**src/sv/crcfb_pkg.sv**
```systemverilog
// Shared types, constants and the CRC-16/MODBUS byte update for the frame builder.
// Used by the front end, the job queue, the back end and the top level.
// No dependencies.
`default_nettype none

package crcfb_pkg;

   localparam logic [15:0] CRC_INIT       = 16'hFFFF;
   localparam logic [15:0] CRC_POLY       = 16'hA001;
   localparam logic [7:0]  MARK_A         = 8'hD5;
   localparam logic [7:0]  MARK_B         = 8'h5D;
   localparam logic [16:0] FRAME_OVERHEAD = 17'd8;
   localparam logic [15:0] CAPACITY_RESET = 16'd128;
   localparam int          QUEUE_DEPTH_DEFAULT = 4;

   // Item kinds on the input channel's tuser.
   localparam logic OP_START   = 1'b0;
   localparam logic OP_PAYLOAD = 1'b1;

   // Positions in the emitted byte sequence of one frame.
   localparam logic [2:0] STEP_HEAD_A = 3'd0;
   localparam logic [2:0] STEP_HEAD_B = 3'd1;
   localparam logic [2:0] STEP_BYTE0  = 3'd2;
   localparam logic [2:0] STEP_BYTE1  = 3'd3;
   localparam logic [2:0] STEP_CRC_LO = 3'd4;
   localparam logic [2:0] STEP_CRC_HI = 3'd5;
   localparam logic [2:0] STEP_TAIL_A = 3'd6;
   localparam logic [2:0] STEP_TAIL_B = 3'd7;

   typedef enum logic [2:0] {
      JOB_REJECT,
      JOB_OPEN,
      JOB_OPEN_CLOSE,
      JOB_BYTE,
      JOB_BYTE_CLOSE
   } job_kind_type;

   // One queued job: a payload byte travels in byte1.
   typedef struct packed {
      job_kind_type kind;
      logic [7:0]   byte0;
      logic [7:0]   byte1;
      logic [15:0]  crc;
   } job_type;

   function automatic logic [15:0] crc_byte(input logic [15:0] crc_in, input logic [7:0] b);
      logic [15:0] c;
      c = crc_in ^ {8'h00, b};
      for (int k = 0; k < 8; k++) begin
         if (c[0]) begin
            c = (c >> 1) ^ CRC_POLY;
         end else begin
            c = c >> 1;
         end
      end
      return c;
   endfunction

endpackage

`default_nettype wire

```
**src/sv/crcfb_front.sv**
```systemverilog
// Front end of the frame builder (uses crcfb_pkg): holds the capacity register and
// frame state and turns each start beat or open-frame payload beat into one job.
`default_nettype none

module crcfb_front
   import crcfb_pkg::*;
(
   input  wire logic        clock,
   input  wire logic        reset,
   input  wire logic        csr_we,
   input  wire logic [15:0] csr_wdata,
   input  wire logic        accept,
   input  wire logic        opcode,
   input  wire logic [7:0]  command,
   input  wire logic [7:0]  message_type,
   input  wire logic [15:0] payload_length,
   input  wire logic [7:0]  data_byte,
   output logic             push,
   output job_type          job
);

   logic [15:0] capacity_ff, capacity_in;
   logic        frame_open_ff, frame_open_in;
   logic [15:0] crc_ff, crc_in;
   logic [15:0] remaining_ff, remaining_in;

   logic [15:0] start_crc;
   logic [15:0] byte_crc;
   logic [15:0] remaining_dec;
   logic [16:0] total_length;

   assign start_crc     = crc_byte(crc_byte(CRC_INIT, command), message_type);
   assign byte_crc      = crc_byte(crc_ff, data_byte);
   assign remaining_dec = remaining_ff - 16'd1;
   assign total_length  = {1'b0, payload_length} + FRAME_OVERHEAD;

   always_comb begin
      capacity_in   = csr_we ? csr_wdata : capacity_ff;
      frame_open_in = frame_open_ff;
      crc_in        = crc_ff;
      remaining_in  = remaining_ff;
      push          = 1'b0;
      job.kind      = JOB_REJECT;
      job.byte0     = command;
      job.byte1     = message_type;
      job.crc       = start_crc;
      if (accept) begin
         if (opcode == OP_START) begin
            push = 1'b1;
            if (total_length > {1'b0, capacity_ff}) begin
               job.kind      = JOB_REJECT;
               frame_open_in = 1'b0;
               crc_in        = CRC_INIT;
               remaining_in  = '0;
            end else if (payload_length == '0) begin
               job.kind      = JOB_OPEN_CLOSE;
               frame_open_in = 1'b0;
               crc_in        = CRC_INIT;
               remaining_in  = '0;
            end else begin
               job.kind      = JOB_OPEN;
               frame_open_in = 1'b1;
               crc_in        = start_crc;
               remaining_in  = payload_length;
            end
         end else if (frame_open_ff) begin
            push      = 1'b1;
            job.byte1 = data_byte;
            job.crc   = byte_crc;
            if (remaining_dec == '0) begin
               job.kind      = JOB_BYTE_CLOSE;
               frame_open_in = 1'b0;
               crc_in        = CRC_INIT;
               remaining_in  = '0;
            end else begin
               job.kind     = JOB_BYTE;
               crc_in       = byte_crc;
               remaining_in = remaining_dec;
            end
         end
         // A payload beat with no frame open is taken and dropped.
      end
   end

   always_ff @(posedge clock) begin
      if (reset) begin
         capacity_ff   <= CAPACITY_RESET;
         frame_open_ff <= 1'b0;
         crc_ff        <= CRC_INIT;
         remaining_ff  <= '0;
      end else begin
         capacity_ff   <= capacity_in;
         frame_open_ff <= frame_open_in;
         crc_ff        <= crc_in;
         remaining_ff  <= remaining_in;
      end
   end

endmodule

`default_nettype wire

```
**src/sv/crcfb_queue.sv**
```systemverilog
// Small job queue between the front and back ends of the frame builder.
// Depth is a power of two of at least two. Uses crcfb_pkg for the job type.
`default_nettype none

module crcfb_queue
   import crcfb_pkg::*;
#(
   parameter int DEPTH = QUEUE_DEPTH_DEFAULT
) (
   input  wire logic    clock,
   input  wire logic    reset,
   input  wire logic    push,
   input  wire job_type push_job,
   input  wire logic    pop,
   output logic         full,
   output logic         empty,
   output job_type      head
);

   localparam int AW = $clog2(DEPTH);

   job_type        entry_ff [DEPTH];
   logic [AW:0]    wr_ptr_ff, wr_ptr_in;
   logic [AW:0]    rd_ptr_ff, rd_ptr_in;

   assign empty = (wr_ptr_ff == rd_ptr_ff);
   assign full  = (wr_ptr_ff[AW-1:0] == rd_ptr_ff[AW-1:0]) && (wr_ptr_ff[AW] != rd_ptr_ff[AW]);
   assign head  = entry_ff[rd_ptr_ff[AW-1:0]];

   assign wr_ptr_in = push ? wr_ptr_ff + 1'b1 : wr_ptr_ff;
   assign rd_ptr_in = pop  ? rd_ptr_ff + 1'b1 : rd_ptr_ff;

   always_ff @(posedge clock) begin
      if (reset) begin
         wr_ptr_ff <= '0;
         rd_ptr_ff <= '0;
      end else begin
         wr_ptr_ff <= wr_ptr_in;
         rd_ptr_ff <= rd_ptr_in;
      end
   end

   always_ff @(posedge clock) begin
      if (push) begin
         entry_ff[wr_ptr_ff[AW-1:0]] <= push_job;
      end
   end

endmodule

`default_nettype wire

```
**src/sv/crcfb_back.sv**
```systemverilog
// Back end of the frame builder: walks the job at the head of the queue one output
// byte per cycle into the result register while not stalled. Uses crcfb_pkg.
`default_nettype none

module crcfb_back
   import crcfb_pkg::*;
(
   input  wire logic    clock,
   input  wire logic    reset,
   input  wire logic    empty,
   input  wire job_type head,
   output logic         pop,
   output logic         rsp_tvalid,
   input  wire logic    rsp_tready,
   output logic [7:0]   rsp_tdata,
   output logic         rsp_tlast,
   output logic [1:0]   rsp_tuser
);

   logic       active_ff, active_in;
   logic [2:0] step_ff, step_in;
   logic       valid_ff, valid_in;
   logic [7:0] byte_ff, byte_in;
   logic       last_ff, last_in;
   logic       done_ff, done_in;
   logic       rej_ff, rej_in;

   logic       load;
   logic       emit;
   logic [2:0] first_step;
   logic [2:0] last_step;
   logic [2:0] cur_step;
   logic       final_beat;
   logic       is_reject;
   logic [7:0] step_byte;

   always_comb begin
      is_reject  = 1'b0;
      first_step = STEP_BYTE1;
      last_step  = STEP_BYTE1;
      unique case (head.kind)
         JOB_REJECT: begin
            is_reject = 1'b1;
         end
         JOB_OPEN: begin
            first_step = STEP_HEAD_A;
         end
         JOB_OPEN_CLOSE: begin
            first_step = STEP_HEAD_A;
            last_step  = STEP_TAIL_B;
         end
         JOB_BYTE: begin
         end
         JOB_BYTE_CLOSE: begin
            last_step = STEP_TAIL_B;
         end
         default: begin
         end
      endcase
   end

   assign cur_step   = active_ff ? step_ff : first_step;
   assign final_beat = is_reject || (cur_step == last_step);

   always_comb begin
      unique case (cur_step)
         STEP_HEAD_A: step_byte = MARK_A;
         STEP_HEAD_B: step_byte = MARK_B;
         STEP_BYTE0:  step_byte = head.byte0;
         STEP_BYTE1:  step_byte = head.byte1;
         STEP_CRC_LO: step_byte = head.crc[7:0];
         STEP_CRC_HI: step_byte = head.crc[15:8];
         STEP_TAIL_A: step_byte = MARK_B;
         STEP_TAIL_B: step_byte = MARK_A;
         default:     step_byte = MARK_A;
      endcase
   end

   // A waiting job refills the result register when it is empty or being drained.
   assign load = !valid_ff || rsp_tready;
   assign emit = !empty && load;
   assign pop  = emit && final_beat;

   always_comb begin
      active_in = active_ff;
      step_in   = step_ff;
      valid_in  = valid_ff && !rsp_tready;
      byte_in   = byte_ff;
      last_in   = last_ff;
      done_in   = done_ff;
      rej_in    = rej_ff;
      if (emit) begin
         valid_in = 1'b1;
         byte_in  = is_reject ? 8'h00 : step_byte;
         last_in  = final_beat;
         done_in  = !is_reject && (cur_step == STEP_TAIL_B);
         rej_in   = is_reject;
         if (final_beat) begin
            active_in = 1'b0;
         end else begin
            active_in = 1'b1;
            step_in   = cur_step + 3'd1;
         end
      end
   end

   always_ff @(posedge clock) begin
      if (reset) begin
         active_ff <= 1'b0;
         valid_ff  <= 1'b0;
      end else begin
         active_ff <= active_in;
         valid_ff  <= valid_in;
      end
   end

   always_ff @(posedge clock) begin
      step_ff <= step_in;
      byte_ff <= byte_in;
      last_ff <= last_in;
      done_ff <= done_in;
      rej_ff  <= rej_in;
   end

   assign rsp_tvalid = valid_ff;
   assign rsp_tdata  = byte_ff;
   assign rsp_tlast  = last_ff;
   assign rsp_tuser  = {rej_ff, done_ff};

endmodule

`default_nettype wire

```
**src/sv/crc16_frame_builder_unit.sv**
```systemverilog
// Top level of the CRC-16/MODBUS serial frame builder.
// Instantiates crcfb_front, crcfb_queue and crcfb_back; uses crcfb_pkg.
//
// A start beat (tuser 0) opens a frame and yields the head D5 5D, the command and
// the message type; each payload beat (tuser 1) yields its byte. After the last
// payload byte, or at the start when the length is zero, the CRC low and high
// bytes and the tail 5D D5 follow, the tail's final byte flagged as frame done.
// A start whose length plus eight exceeds the capacity register yields one
// rejection beat and no frame; payload beats with no frame open are taken and
// produce nothing. The front end takes one input beat per cycle while the job
// queue has room; the back end sends one byte per cycle unless stalled, so a
// start yields one, four or eight output bytes, a payload byte one or five, and
// the output rate sets the sustained input rate. There is no clearing pass after reset.
`default_nettype none

module crc16_frame_builder_unit
   import crcfb_pkg::*;
#(
   parameter int QUEUE_DEPTH = QUEUE_DEPTH_DEFAULT
) (
   input  wire logic        clock,
   input  wire logic        reset,
   input  wire logic        csr_we,
   input  wire logic [15:0] csr_wdata,     // frame_capacity
   input  wire logic        req_tvalid,
   output logic             req_tready,
   input  wire logic [39:0] req_tdata,     // command, message_type, payload_length, data_byte
   input  wire logic        req_tuser,     // opcode
   output logic             rsp_tvalid,
   input  wire logic        rsp_tready,
   output logic [7:0]       rsp_tdata,     // out_byte
   output logic             rsp_tlast,     // last_of_run
   output logic [1:0]       rsp_tuser      // frame_done, rejected
);

   logic    accept;
   logic    push;
   logic    pop;
   logic    full;
   logic    empty;
   job_type push_job;
   job_type head;

   assign req_tready = !full;
   assign accept     = req_tvalid && req_tready;

   crcfb_front u_front (
      .clock          (clock),
      .reset          (reset),
      .csr_we         (csr_we),
      .csr_wdata      (csr_wdata),
      .accept         (accept),
      .opcode         (req_tuser),
      .command        (req_tdata[7:0]),
      .message_type   (req_tdata[15:8]),
      .payload_length (req_tdata[31:16]),
      .data_byte      (req_tdata[39:32]),
      .push           (push),
      .job            (push_job)
   );

   crcfb_queue #(
      .DEPTH (QUEUE_DEPTH)
   ) u_queue (
      .clock    (clock),
      .reset    (reset),
      .push     (push),
      .push_job (push_job),
      .pop      (pop),
      .full     (full),
      .empty    (empty),
      .head     (head)
   );

   crcfb_back u_back (
      .clock      (clock),
      .reset      (reset),
      .empty      (empty),
      .head       (head),
      .pop        (pop),
      .rsp_tvalid (rsp_tvalid),
      .rsp_tready (rsp_tready),
      .rsp_tdata  (rsp_tdata),
      .rsp_tlast  (rsp_tlast),
      .rsp_tuser  (rsp_tuser)
   );

endmodule

`default_nettype wire
```
**config.mk**
```make
export PLATFORM = sky130hd
export DESIGN_NAME = crc16_frame_builder_unit
export DESIGN_NICKNAME = d
export VERILOG_FILES = /design/src/sv/crcfb_pkg.sv /design/src/sv/crcfb_front.sv /design/src/sv/crcfb_queue.sv /design/src/sv/crcfb_back.sv /design/src/sv/crc16_frame_builder_unit.sv
export SDC_FILE = /design/constraint.sdc
export NUM_CORES = 1
export LEC_CHECK = 0
export BUFFER_PORTS_ARGS = -buffer_cell sky130_fd_sc_hd__buf_2
export CORE_UTILIZATION = 25
export DETAILED_ROUTE_END_ITERATION = 8
export GPL_ROUTABILITY_DRIVEN = 0
export SYNTH_ARGS = -nofsm -noshare
export SYNTH_HDL_FRONTEND = slang
export SYNTH_SLANG_ARGS = --single-unit
```
**constraint.sdc**
```tcl
create_clock -name clock -period 4 [get_ports clock]
set_input_delay 0.8 -clock clock [delete_from_list [all_inputs] [get_ports clock]]
set_output_delay 0.8 -clock clock [all_outputs]
set_load 0.03 [all_outputs]
```
* Word level (Yosys, flattened, before mapping)
Memory sizes are Yosys's and may differ from the RTL's. A register that Yosys moved wholly into a read port is not among the register bits. Cells that the tools add are included. W data, S select, Z words.
Storage, ports and cells: memories 1, register bits after elaboration 71, bits of input ports 62, output and inout port bits 13, bits in writable memories 140, bits in read-only memories 0, bits in latches 0, logic and storage cells 148
Memories:
- u_queue.entry_ff | depth 4, width 35, rd ports 1, clocked after Yosys merged registers in 1, wr ports 1, RTL line crcfb_queue.sv:22 | job_type entry_ff [DEPTH];
Operators by class: equality and inequality tests 15, reduce and logical (&&, ||, !) cells 23, bitwise logic cells 28, shift-type cells 0, $lt $le $gt $ge 1, add/subtract/negate cells 5, multiplexer cells 62, divide/modulo/power cells 0, multiply operators 0
Operator list (number):
- $mux W16 | 34
- $mux W24 | 3
- $not A2 Y3 | 24
- $pmux W8 S6 | 1
- $logic_not A16 Y1 | 2
- $xor A16 B8 Y16 | 2
- $mux W3 | 6
- $add A16 B4 Y17 const B | 1
- $gt A17 B16 Y1 | 1
- $not A8 Y16 | 1
- $sub A16 B1 Y16 const B | 1
- $eq A3 B3 Y1 const B | 5
- $mux W1 | 13
- $mux W2 | 5
- $add A3 B1 Y3 const B | 3
- $eq A3 B2 Y1 const B | 3
- $reduce_or A2 Y1 | 4
- $eq A3 B1 Y1 const B | 2
- $eq A3 B3 Y1 | 2
- $logic_and A1 B1 Y1 | 6
- $logic_not A3 Y1 | 2
- $logic_not A1 Y1 | 5
- $reduce_and A2 Y1 | 2
- $eq A2 B2 Y1 | 1
- 4 further kinds | 5

* Longest topological paths before layout
Gate-level depths: netlist of the first run.
word-level depth 37, mapped depth 13, mapped depth without buffers 12

* Modules after synthesis
From an unflattened synthesis of the first run, not the netlist that was laid out.
Second synthesis, totals: cells, all modules 809, area total of the unflattened synthesis 10406.2 µm²
By module, submodules not included:
- crcfb_queue | times used 1, cells an instance 223, seq. area each 4364.2 µm², area each 5501.5 µm²
- crcfb_front | times used 1, cells an instance 476, seq. area each 980.9 µm², area each 3829.9 µm²
- crcfb_back | times used 1, cells an instance 108, seq. area each 460.4 µm², area each 1064.8 µm²
- crc16_frame_builder_unit | times used 1, cells an instance 2, seq. area each 0.0 µm², area each 10.0 µm²

* Worst setup path before layout of the first run
OpenSTA, ideal clock, no wires.
kind input-to-reg, from in req_tdata[21], to reg u_front.crc_ff[10], setup time 0.122 ns, required time 3.878 ns, stages on the path 13, arrival time 3.530 ns, buffers on the path 2, slack 0.348 ns, cells stage by stage clkbuf_1 > nand3_1 > nor3_1 > xor2_1 > ha_1 > o21ai_0 > o21bai_1 > a21oi_1 > o221ai_1 > a211oi_2 > buf_2 > a21oi_1 > a221o_1
Between the ends: word-level cells in the longest chain between the ends 4, elaborated cells between the ends (all ways) 6, classes of those cells 1 x add/sub; 1 x order compare; 3 x mux; 1 x reduce/logical
Ends and longest elaborated chain:
- from (decl) | RTL line crc16_frame_builder_unit.sv:27 | input wire logic [39:0] req_tdata,
- $add A16 B4 Y17 / $logic_not A16 Y1 (equally long branches) | RTL line crcfb_front.sv:35, crcfb_front.sv:55
- $gt A17 B16 Y1 / $mux W16 (equally long branches) | RTL line crcfb_front.sv:50, crcfb_front.sv:55
- $mux W16 * | RTL line crcfb_front.sv:50 | if (total_length > {1'b0, capacity_ff}) begin
- $mux W16 * | RTL line crcfb_front.sv:48 | if (opcode == OP_START) begin
- to (signal assigned) | RTL line crcfb_front.sv:94 | crc_ff <= crc_in;
- to (decl) | RTL line crcfb_front.sv:24 | logic [15:0] crc_ff, crc_in;
Mark *: on every way between the ends. The rest lies on a longest branch, timed or not. A chain may end at the register's enable or synchronous reset.

==> results of run 1 <==
cell type report:
type | instances | area, um^2
Fill cell | 4086 | 28600
Sequential cell | 213 | 5810
Multi-Input combinational cell | 524 | 4150
Tap cell | 532 | 666
Clock buffer | 25 | 593
Timing Repair Buffer | 92 | 518
Clock inverter | 17 | 229
Inverter | 42 | 158
Antenna cell | 1 | 2.50
sequential cells by signal, summed over array words and instances, names as in the netlist, 3 cells and up, named ones only:
name                  cells
u_back.rsp_tdata          8
u_back.step_ff            3
u_front.capacity_ff      16
u_front.crc_ff           16
u_front.remaining_ff     16
u_queue.entry_ff        140
u_queue.rd_ptr_ff         3
u_queue.wr_ptr_ff         3
logic make-up after synthesis:
group                      count (synthesis)  synth area share
adders and majority gates                 31            0.0374
and+or+nand+nor                          209            0.0950
DFF                                      213             0.563
xor gates and xnor gates                  72            0.0652
AOI/OAI and AO/OA                        152             0.108
buffers and inverters                     87            0.0351
muxes                                     60            0.0959
metrics by stage:
step | cells | area (um^2) | power [W] | setup WS (ns)
after detailed placement | 1403 | 11300 | 0.00457 | 0.353
after global placement | 1403 | 11300 | 0.00455 | 0.423
final | 1446 | 12100 | 0.00681 | 0.556
after CTS | 1445 | 12100 | 0.00688 | 0.591
after floorplan | 824 | 10300 | 0.00404 | 0.348
after global routing | 1445 | 12100 | 0.00713 | 0.353
where the power goes:
part	internal, W	switching (W)	leakage, nW
Combinational	0.000706	0.00107	2.11
Sequential	0.00265	0.0000921	1.90
Clock	0.00140	0.000894	0.393
per-layer routing:
metal,GRT usage,routed length [um]
met1,0.146,10500
met2,0.214,12900
met3,0.0165,1000
met4,0.0481,753
met5,0,13
worst max-delay path, delay by kind of cell, from the launching register on:
family                   cells  cell delay [ns]
AND/OR/NAND/NOR              2             0.73
AO/OA/AOI/OAI                3             0.68
multiplexers                 1             0.57
adder cells (fa/ha/maj)      2             0.49
flip-flops                   1             0.40
buffers and inverters        2             0.30
XOR/XNOR                     1             0.14
cells in the final DEF, fill, tap and decap left out, drive strengths merged, types with 9 or more instances in the layout:
| master | Yosys | layout |
|---|---|---|
| nand2 | 68 | 68 |
| a211oi | 9 | 9 |
| buf | 15 | 92 |
| mux4 | 31 | 31 |
| nor3 | 13 | 13 |
| ha | 30 | 30 |
| nor2 | 61 | 61 |
| inv | 42 | 44 |
| a21oi | 41 | 41 |
| dfxtp | 59 | 59 |
| a221oi | 15 | 15 |
| xor2 | 22 | 22 |
| nand3 | 15 | 15 |
| o21ai | 24 | 24 |
| clkbuf | 30 | 25 |
| mux2i | 29 | 29 |
| xnor2 | 47 | 47 |
| edfxtp | 154 | 154 |
how the worst min path moves through the flow:
stage	depth (start not counted)	to	slack, ns	startpoint
after floorplan	1	u_front.crc_ff[12]	0.44	u_front.crc_ff[12]
after global placement	1	u_front.crc_ff[12]	0.45	u_front.crc_ff[12]
after detailed placement	1	u_front.crc_ff[12]	0.46	u_front.crc_ff[12]
after CTS	1	u_front.crc_ff[12]	0.48	u_front.crc_ff[12]
after global routing	1	u_front.crc_ff[5]	0.50	u_front.crc_ff[5]
final	1	u_front.crc_ff[12]	0.47	u_front.crc_ff[12]
==> metrics.txt, run 1 <==
PwrDens roughly 560 mW/mm^2; Clock Latency Late Sink roughly 0.52 ns; maximum VDD drop between 0.0002 and 0.0003 V; Via Count about 6800; Syn. warnings 0; Max H-tree Level 1; mean area per synthesized cell ~13 um^2; area delta synth->final 17.6%; setup TNS 0 ns; GRT Residual Overflow 0; # hold bufs at CTS 0; Crit-path slowest cell mux4_2; reg-to-reg setup timing slack approximately 0.56 ns; Post-CTS Resized 0; Setup Fix Bufs, Post-CTS 0; final WL between 20 and 30 mm; Commonest cells post-synth 154 x edfxtp_1, 68 x nand2_1, 61 x nor2_1; synthesized area ~0.010 mm^2; Pre-Repair DR Iteration Count 5; I/O Buffers 74; Seq/Total Area, Yosys 0.563; CORE AREA between 0.04 and 0.05 mm^2; per-cell routed wire length 17.4 um; Fmax 290 MHz; Synth top area share 0.448; Final min period about 3.4 ns; antenna viol nets, final 0; Worst-path clk slew 0.06 ns; final setup fails 0; Util after Layout 0.298; type of the worst setup path reg2reg; FF+latch count, synth 213; required time of the critical path between 4 and 5 ns; clock buffer depth 3; startpoint type of the worst setup path flop; pin count of the biggest net entering global routing 50; crit path to u_back.rsp_tdata[6]; Hold WS about 0.47 ns; clk sink count 213; fin crit share 0.861; Netlist cell types 66; async set or reset register ratio after synthesis 0; Initial Util 0.253; CP endpoint kind flop; Synth area leader edfxtp_1; Reg2Reg Depth 11; die area ~0.042 mm^2; Final nets around 990; initial antenna violation count 2; Residual DRC 0; outcome completed; die height 205 um; clk_skew ~0.018 ns; P_leak 4.41 nW; Reg-to-Reg End u_back.rsp_tdata[6]; CTS tree built; GRT Util Overall 0.121; vias in the first global route 6843; HP Class reg2reg; critical path arrival roughly 3.8 ns; Post-Synthesis Cells 824; I/O Pins 75; Root Driver clkbuf_16; Synthesized Nets a little over 900; worst slew pin tran around 0.8 ns; max-slew headroom at the worst pin 0.451; crit-path max cell delay between 0.5 and 0.6 ns; row cnt 74; CP Max Fanout 13; Max Cap Viol 0; Die X slightly above 200 um; Top FF cell, synth edfxtp_1; layout cells sized above 1 0.202; RSZ-0062 raised after global routing no; number of CTS-inserted buffers 23; drt initial violations 519; first-pass GRT wire length roughly 39 mm; largest cells by area after synthesis edfxtp_1 45%, dfxtp_1 11%, mux4_2 6.8%; HPWL Detailed 17.7 mm; Pins Over Slew Limit 0; Post-synth EDFFs around 150; Final Hold Vio Count 0; crit path cell chain mux4_2 -> xnor2_1 -> or3_1 -> o21ai_1 -> inv_1 -> ha_1 -> ha_1 -> or3_1 -> buf_4 -> o21ai_0 -> o221a_2; count leader, synth edfxtp_1; drt via density 4.70
(Power assumes the default switching activity.)
==> run 2: changes to the inputs <==
Settings changed: PLACE_DENSITY set to 0.37, REMOVE_ABC_BUFFERS set to 1, SETUP_SLACK_MARGIN set to 0.02.
==> run 2 against run 1 <==
  * Maximum frequency decreased by 2.5%
  * Sequential cell count unchanged
  * Via count increased by 0.34%
  * Sequential share of layout area decreased by 0.52 points
  * First-iteration DRC count decreased by 32%
  * Routed wire length increased by 12%
  * Final area increased by 1.1%
  * Power increased by 3.4%
  * Critical path depth increased by 1
  * Largest cell class unchanged
  * Largest power group unchanged
==> metrics.txt, run 2 (synthesized netlist as in run 1, its figures left out) <==
antenna viol nets, final 0; required time of the critical path 4.43 ns; vias in the first global route ~6900; Via Count 6815; GRT Util Overall 0.138; setup TNS 0 ns; Residual DRC 0; maximum VDD drop 0.000299 V; CP Max Fanout 13; Layout Cells excl Fill ~1500; Comb pwr share 0.262; fin crit share 0.883; HPWL Detailed a little under 20 mm; post-route total power 0.00704 W; Pre-Repair DR Iteration Count 5; Final min period 3.53 ns; drt via density ~4.7; Root Driver clkbuf_16; Setup Fix Bufs, Post-CTS 0; CTS tree built; die area ~0.042 mm^2; drt initial violations 353; initial antenna violation count 0; GRT Residual Overflow 0; max-slew headroom at the worst pin 0.555; die height just over 200 um; per-cell routed wire length between 15 and 20 um; outcome completed; most frequent cells in the layout 154 x edfxtp_1, 74 x buf_2, 68 x nand2_1, 61 x nor2_1, 57 x dfxtp_1; I/O Buffers 74; pin count of the biggest net entering global routing 36; Final Hold Vio Count 0; critical path arrival roughly 4.0 ns; Max H-tree Level 1; Max Cap Viol 0; Fmax between 200 and 300 MHz; final WL roughly 28 mm; Die X 205 um; Pint approximately 0.005 W; number of CTS-inserted buffers 28; clock buffer depth 3; CP endpoint kind flop; clk_skew ~0.021 ns; Sw Ratio 0.308; net switching power ~0.0022 W; Clock Latency Late Sink about 0.56 ns; placed cell count approximately 1400; Post-CTS Resized 0; clk sink count ~210; Pins Over Slew Limit 0; area delta synth->final 18.9%; clock power share 0.350; number of antenna diodes 0; type of the worst setup path reg2reg; Initial Util 0.253; Final nets about 1000; worst slew pin tran 0.668 ns; CORE AREA between 0.04 and 0.05 mm^2; row cnt between 70 and 80; layout cells sized above 1 0.206; # hold bufs at CTS 0; share of power burned in registers 0.388; startpoint type of the worst setup path flop; number of flip-flops in the largest register 140; I/O Pins 75; PwrDens 575 mW/mm^2; first-pass GRT wire length 43.2 mm; RSZ-0062 raised after global routing no; commonest non-fill, non-tap cell in the layout edfxtp_1; final setup fails 0; Util after Layout 0.301; Worst-path clk slew roughly 0.05 ns; HP Class reg2reg; P_leak 4.47 nW
run 2: cell types whose count changed in the layout (fill, tap and decap cells not counted), moves of 2 or more:
cell        before  now
clkinv_2         2    5
clkinv_4         2    0
inv_6            2    0
and2_2           1    4
clkbuf_16       23   28
clkbuf_1         1    8
and2_1           5    2
clkinvlp_4       3    1
buf_12           1    3
bufinv_16        5    3
clkinv_1         3    5
run 2: worst max-delay path: stages (launching register included):
cell	delay, ns
dfxtp_2	0.41
mux4_2	0.60
xnor2_1	0.15
or3_1	0.37
o21ai_1	0.19
inv_1	0.10
ha_1	0.28
ha_1	0.22
or3_1	0.36
buf_4	0.20
o21ai_0	0.09
buf_4	0.20
o221a_2	0.21
run 2: final timing paths:
path,from,to,slack (ns),cells after the start
max,flop,u_back.rsp_tdata[2],0.47,12
min,u_front.crc_ff[12],u_front.crc_ff[12],0.47,1
max reg2reg,flop,u_back.rsp_tdata[2],0.47,12
min reg2reg,u_front.crc_ff[12],u_front.crc_ff[12],0.47,1
run 2: per-stage QoR:
stage | area (um^2) | setup slack, ns | hold WS [ns]
global route | 12300 | 0.299 | 0.469
CTS | 12300 | 0.419 | 0.459
global placement | 11300 | 0.340 | 0.452
floorplan | 10100 | -0.704 | 0.435
finish | 12300 | 0.467 | 0.466
detailed placement | 11300 | 0.273 | 0.455
run 2: per-layer routing:
metal / share of wire / vias to the layer above / wire length, um / track usage
met4: 0.018 / 0 / 517 / 0.0310
met1: 0.47 / 3384 / 13300 / 0.189
met2: 0.47 / 155 / 13300 / 0.226
met3: 0.042 / 36 / 1190 / 0.0234
met5: 0 / - / 0 / 0
li1: - / 3240 / - / -
run 2: power by group through the flow:
stage	combinational (W)	clock, W	sequential (W)
floorplan	0.00107	0	0.00293
global placement	0.00190	0	0.00278
detailed placement	0.00188	0	0.00278
CTS	0.00189	0.00255	0.00274
global route	0.00204	0.00264	0.00276
finish	0.00185	0.00246	0.00274
run 2: final cells by class:
class | count | area [um^2]
fill | 4194 | 28500
sequential | 213 | 5810
multi-input combinational | 524 | 4150
clock buffer | 37 | 744
tap | 532 | 666
timing repair buffer | 94 | 558
clock inverter | 15 | 171
inverter | 42 | 158
==> run 3: changes to the inputs <==
Settings changed: SYNTH_HIERARCHICAL set to 1.
==> run 3 against run 2 <==
  * Final cell count shrank 1.1%
  * Critical endpoint is now u_back/rsp_tdata[4]
  * Utilization is 0.24 points lower
  * Largest power group unchanged
  * Final area down 0.35%
  * Combinational power increased by 3%
  * Critical path depth decreased by 1
  * Synthesized area grew 0.92%
==> metrics.txt, run 3 <==
Layout Cells excl Fill 1441; Finished Cell Area 0.0122 mm^2; Final nets roughly 980; fin crit share 0.877; WP buf/inv 2; row cnt 74; vias in the first global route slightly below 7000; HPWL Detailed about 20 mm; Synth top area share 0.444; area delta synth->final 17.4%; Fill cells 4198; net switching power between 0.002 and 0.0025 W; I/O Pins 75; P_leak around 4.4 nW; final WL 29.3 mm; largest cells by area after synthesis edfxtp_1 44%, dfxtp_1 11%, mux4_2 6.5%; Util after Layout 0.299; Die X ~210 um; Final min period 3.51 ns; mean area per synthesized cell roughly 13 um^2; Seq/Total Area, Yosys 0.558; number of flip-flops in the largest register between 100 and 150; worst slew pin tran 0.787 ns; count leader, synth edfxtp_1; CP Max Fanout 14; commonest non-fill, non-tap cell in the layout edfxtp_1; Residual DRC 0; Commonest cells post-synth 154 x edfxtp_1, 59 x dfxtp_1, 57 x nor2_1; outcome completed; layout cells sized above 1 0.208; Hold WS about 0.48 ns; Clock Latency Late Sink between 0.5 and 0.6 ns; first-pass GRT wire length between 40 and 50 mm; clock power share 0.336; clock buffer depth 3; FF+latch count, synth roughly 210; synthesized area about 0.010 mm^2; placed cell count about 1400; Max H-tree Level 1; Top FF cell, synth edfxtp_1; CORE AREA roughly 0.04 mm^2; Final Hold Vio Count 0; Worst-path clk slew about 0.06 ns; RSZ-0062 raised after global routing no; final setup fails 0; initial antenna violation count 0; Post-Synthesis Cells about 800; async set or reset register ratio after synthesis 0; Sw Ratio 0.311; Comb pwr share 0.272; PwrDens ~570 mW/mm^2; die area between 0.04 and 0.05 mm^2; startpoint type of the worst setup path flop; Root Driver clkbuf_16; type of the worst setup path reg2reg; Post-CTS Resized 0; Via Count 6812; share of power burned in registers 0.393; crit path cell chain mux4_2 -> xnor2_1 -> or3_1 -> o21a_1 -> inv_1 -> ha_1 -> nand2_1 -> a2111oi_1 -> buf_4 -> a21o_1 -> o221a_1; Fmax ~290 MHz; critical path arrival ~4 ns; Setup Fix Bufs, Post-CTS 0; max-slew headroom at the worst pin 0.475; Post-synth EDFFs 154; cell family with most CP delay compound AO/OA/AOI/OAI gates; Initial Util 0.254; number of antenna diodes 0; CTS tree built; per-cell routed wire length 20.3 um; most frequent cells in the layout 154 x edfxtp_1, 74 x buf_2, 57 x nor2_1, 57 x dfxtp_1, 56 x nand2_1; drt via density about 4.7; Crit-path slowest cell mux4_2; I/O Buffers 74; pin count of the biggest net entering global routing 48; setup TNS 0 ns; Syn. warnings 6; number of CTS-inserted buffers 26; crit-path max cell delay roughly 0.61 ns; die height approximately 210 um; Synth area leader edfxtp_1; clk sink count around 210; Netlist cell types 70; Pins Over Slew Limit 0; maximum VDD drop approximately 0.00033 V; HP Class reg2reg; GRT Util Overall 0.140; Pre-Repair DR Iteration Count 6; CP endpoint kind flop; Pint between 0.004 and 0.005 W; antenna viol nets, final 0; required time of the critical path around 4.4 ns; drt initial violations 356; GRT Residual Overflow 0; clk_skew 0.0141 ns; Max Cap Viol 0; Post-DP Area between 0.01 and 0.015 mm^2; # hold bufs at CTS 0
==> run 3: changes by cell type after synthesis, sizes merged, moves of 7 or more <==
cell / before / now
a21o: 1 / 9
a22oi: 8 / 0
a32oi: 1 / 8
buf: 15 / 23
inv: 42 / 53
nand2: 68 / 56
o32ai: 0 / 7
xor2: 22 / 15
==> run 3: worst paths after layout <==
kind	from	endpoint	slack (ns)	cells past startpoint
worst min register to register	u_front/crc_ff[0]	u_front/crc_ff[0]	0.48	2
worst max-delay path	flop	u_back/rsp_tdata[4]	0.49	11
worst min-delay path	u_front/crc_ff[0]	u_front/crc_ff[0]	0.48	2
worst max register to register	flop	u_back/rsp_tdata[4]	0.49	11
==> run 3: tightest hold or removal path: cells and delay by family, from the launching register on <==
kind | cells | cell delay, ns
DFF | 1 | 0.34
AOI/OAI and AO/OA | 1 | 0.06
and+or+nand+nor | 1 | 0.05
==> run 3: area by class of cell <==
class,instances,area (um^2),share of cell area
sequential,213,5810,0.475
clock buffer,33,698,0.0571
tap,532,666,0.0545
clock inverter,15,148,0.0121
multi-input combinational,496,4130,0.338
timing repair buffer,99,571,0.0467
inverter,53,199,0.0163
==> run 3: layer usage <==
metal / GRT usage / routed length (um)
met1: 0.190 / 13900
met2: 0.234 / 13700
met5: 0 / 0
met4: 0.0341 / 584
met3: 0.0200 / 1090
==> run 3: power by group through the flow <==
stage               combinational, W  clock [W]  sequential [W]
floorplan                    0.00113          0         0.00294
global route                 0.00209    0.00250         0.00276
global placement             0.00194          0         0.00279
finish                       0.00190    0.00234         0.00274
CTS                          0.00194    0.00242         0.00274
detailed placement           0.00193          0         0.00279
==> run 3: kinds of logic (layout without fill, tap and decap cells) <==
kind of cell | Yosys count | after routing | synth area share
compound gates | 153 | 153 | 0.111
xor+xnor | 67 | 67 | 0.0618
fa+ha+maj | 28 | 28 | 0.0337
buf+inv | 100 | 200 | 0.0475
flops | 213 | 213 | 0.558
mux | 58 | 58 | 0.0997
simple gates | 190 | 190 | 0.0887
==> run 3: stage by stage <==
step	total power (W)	worst slack, ns
after floorplan	0.00407	-0.141
after global placement	0.00473	0.175
after detailed placement	0.00472	0.0440
after CTS	0.00711	0.425
after global routing	0.00735	0.234
final	0.00698	0.492
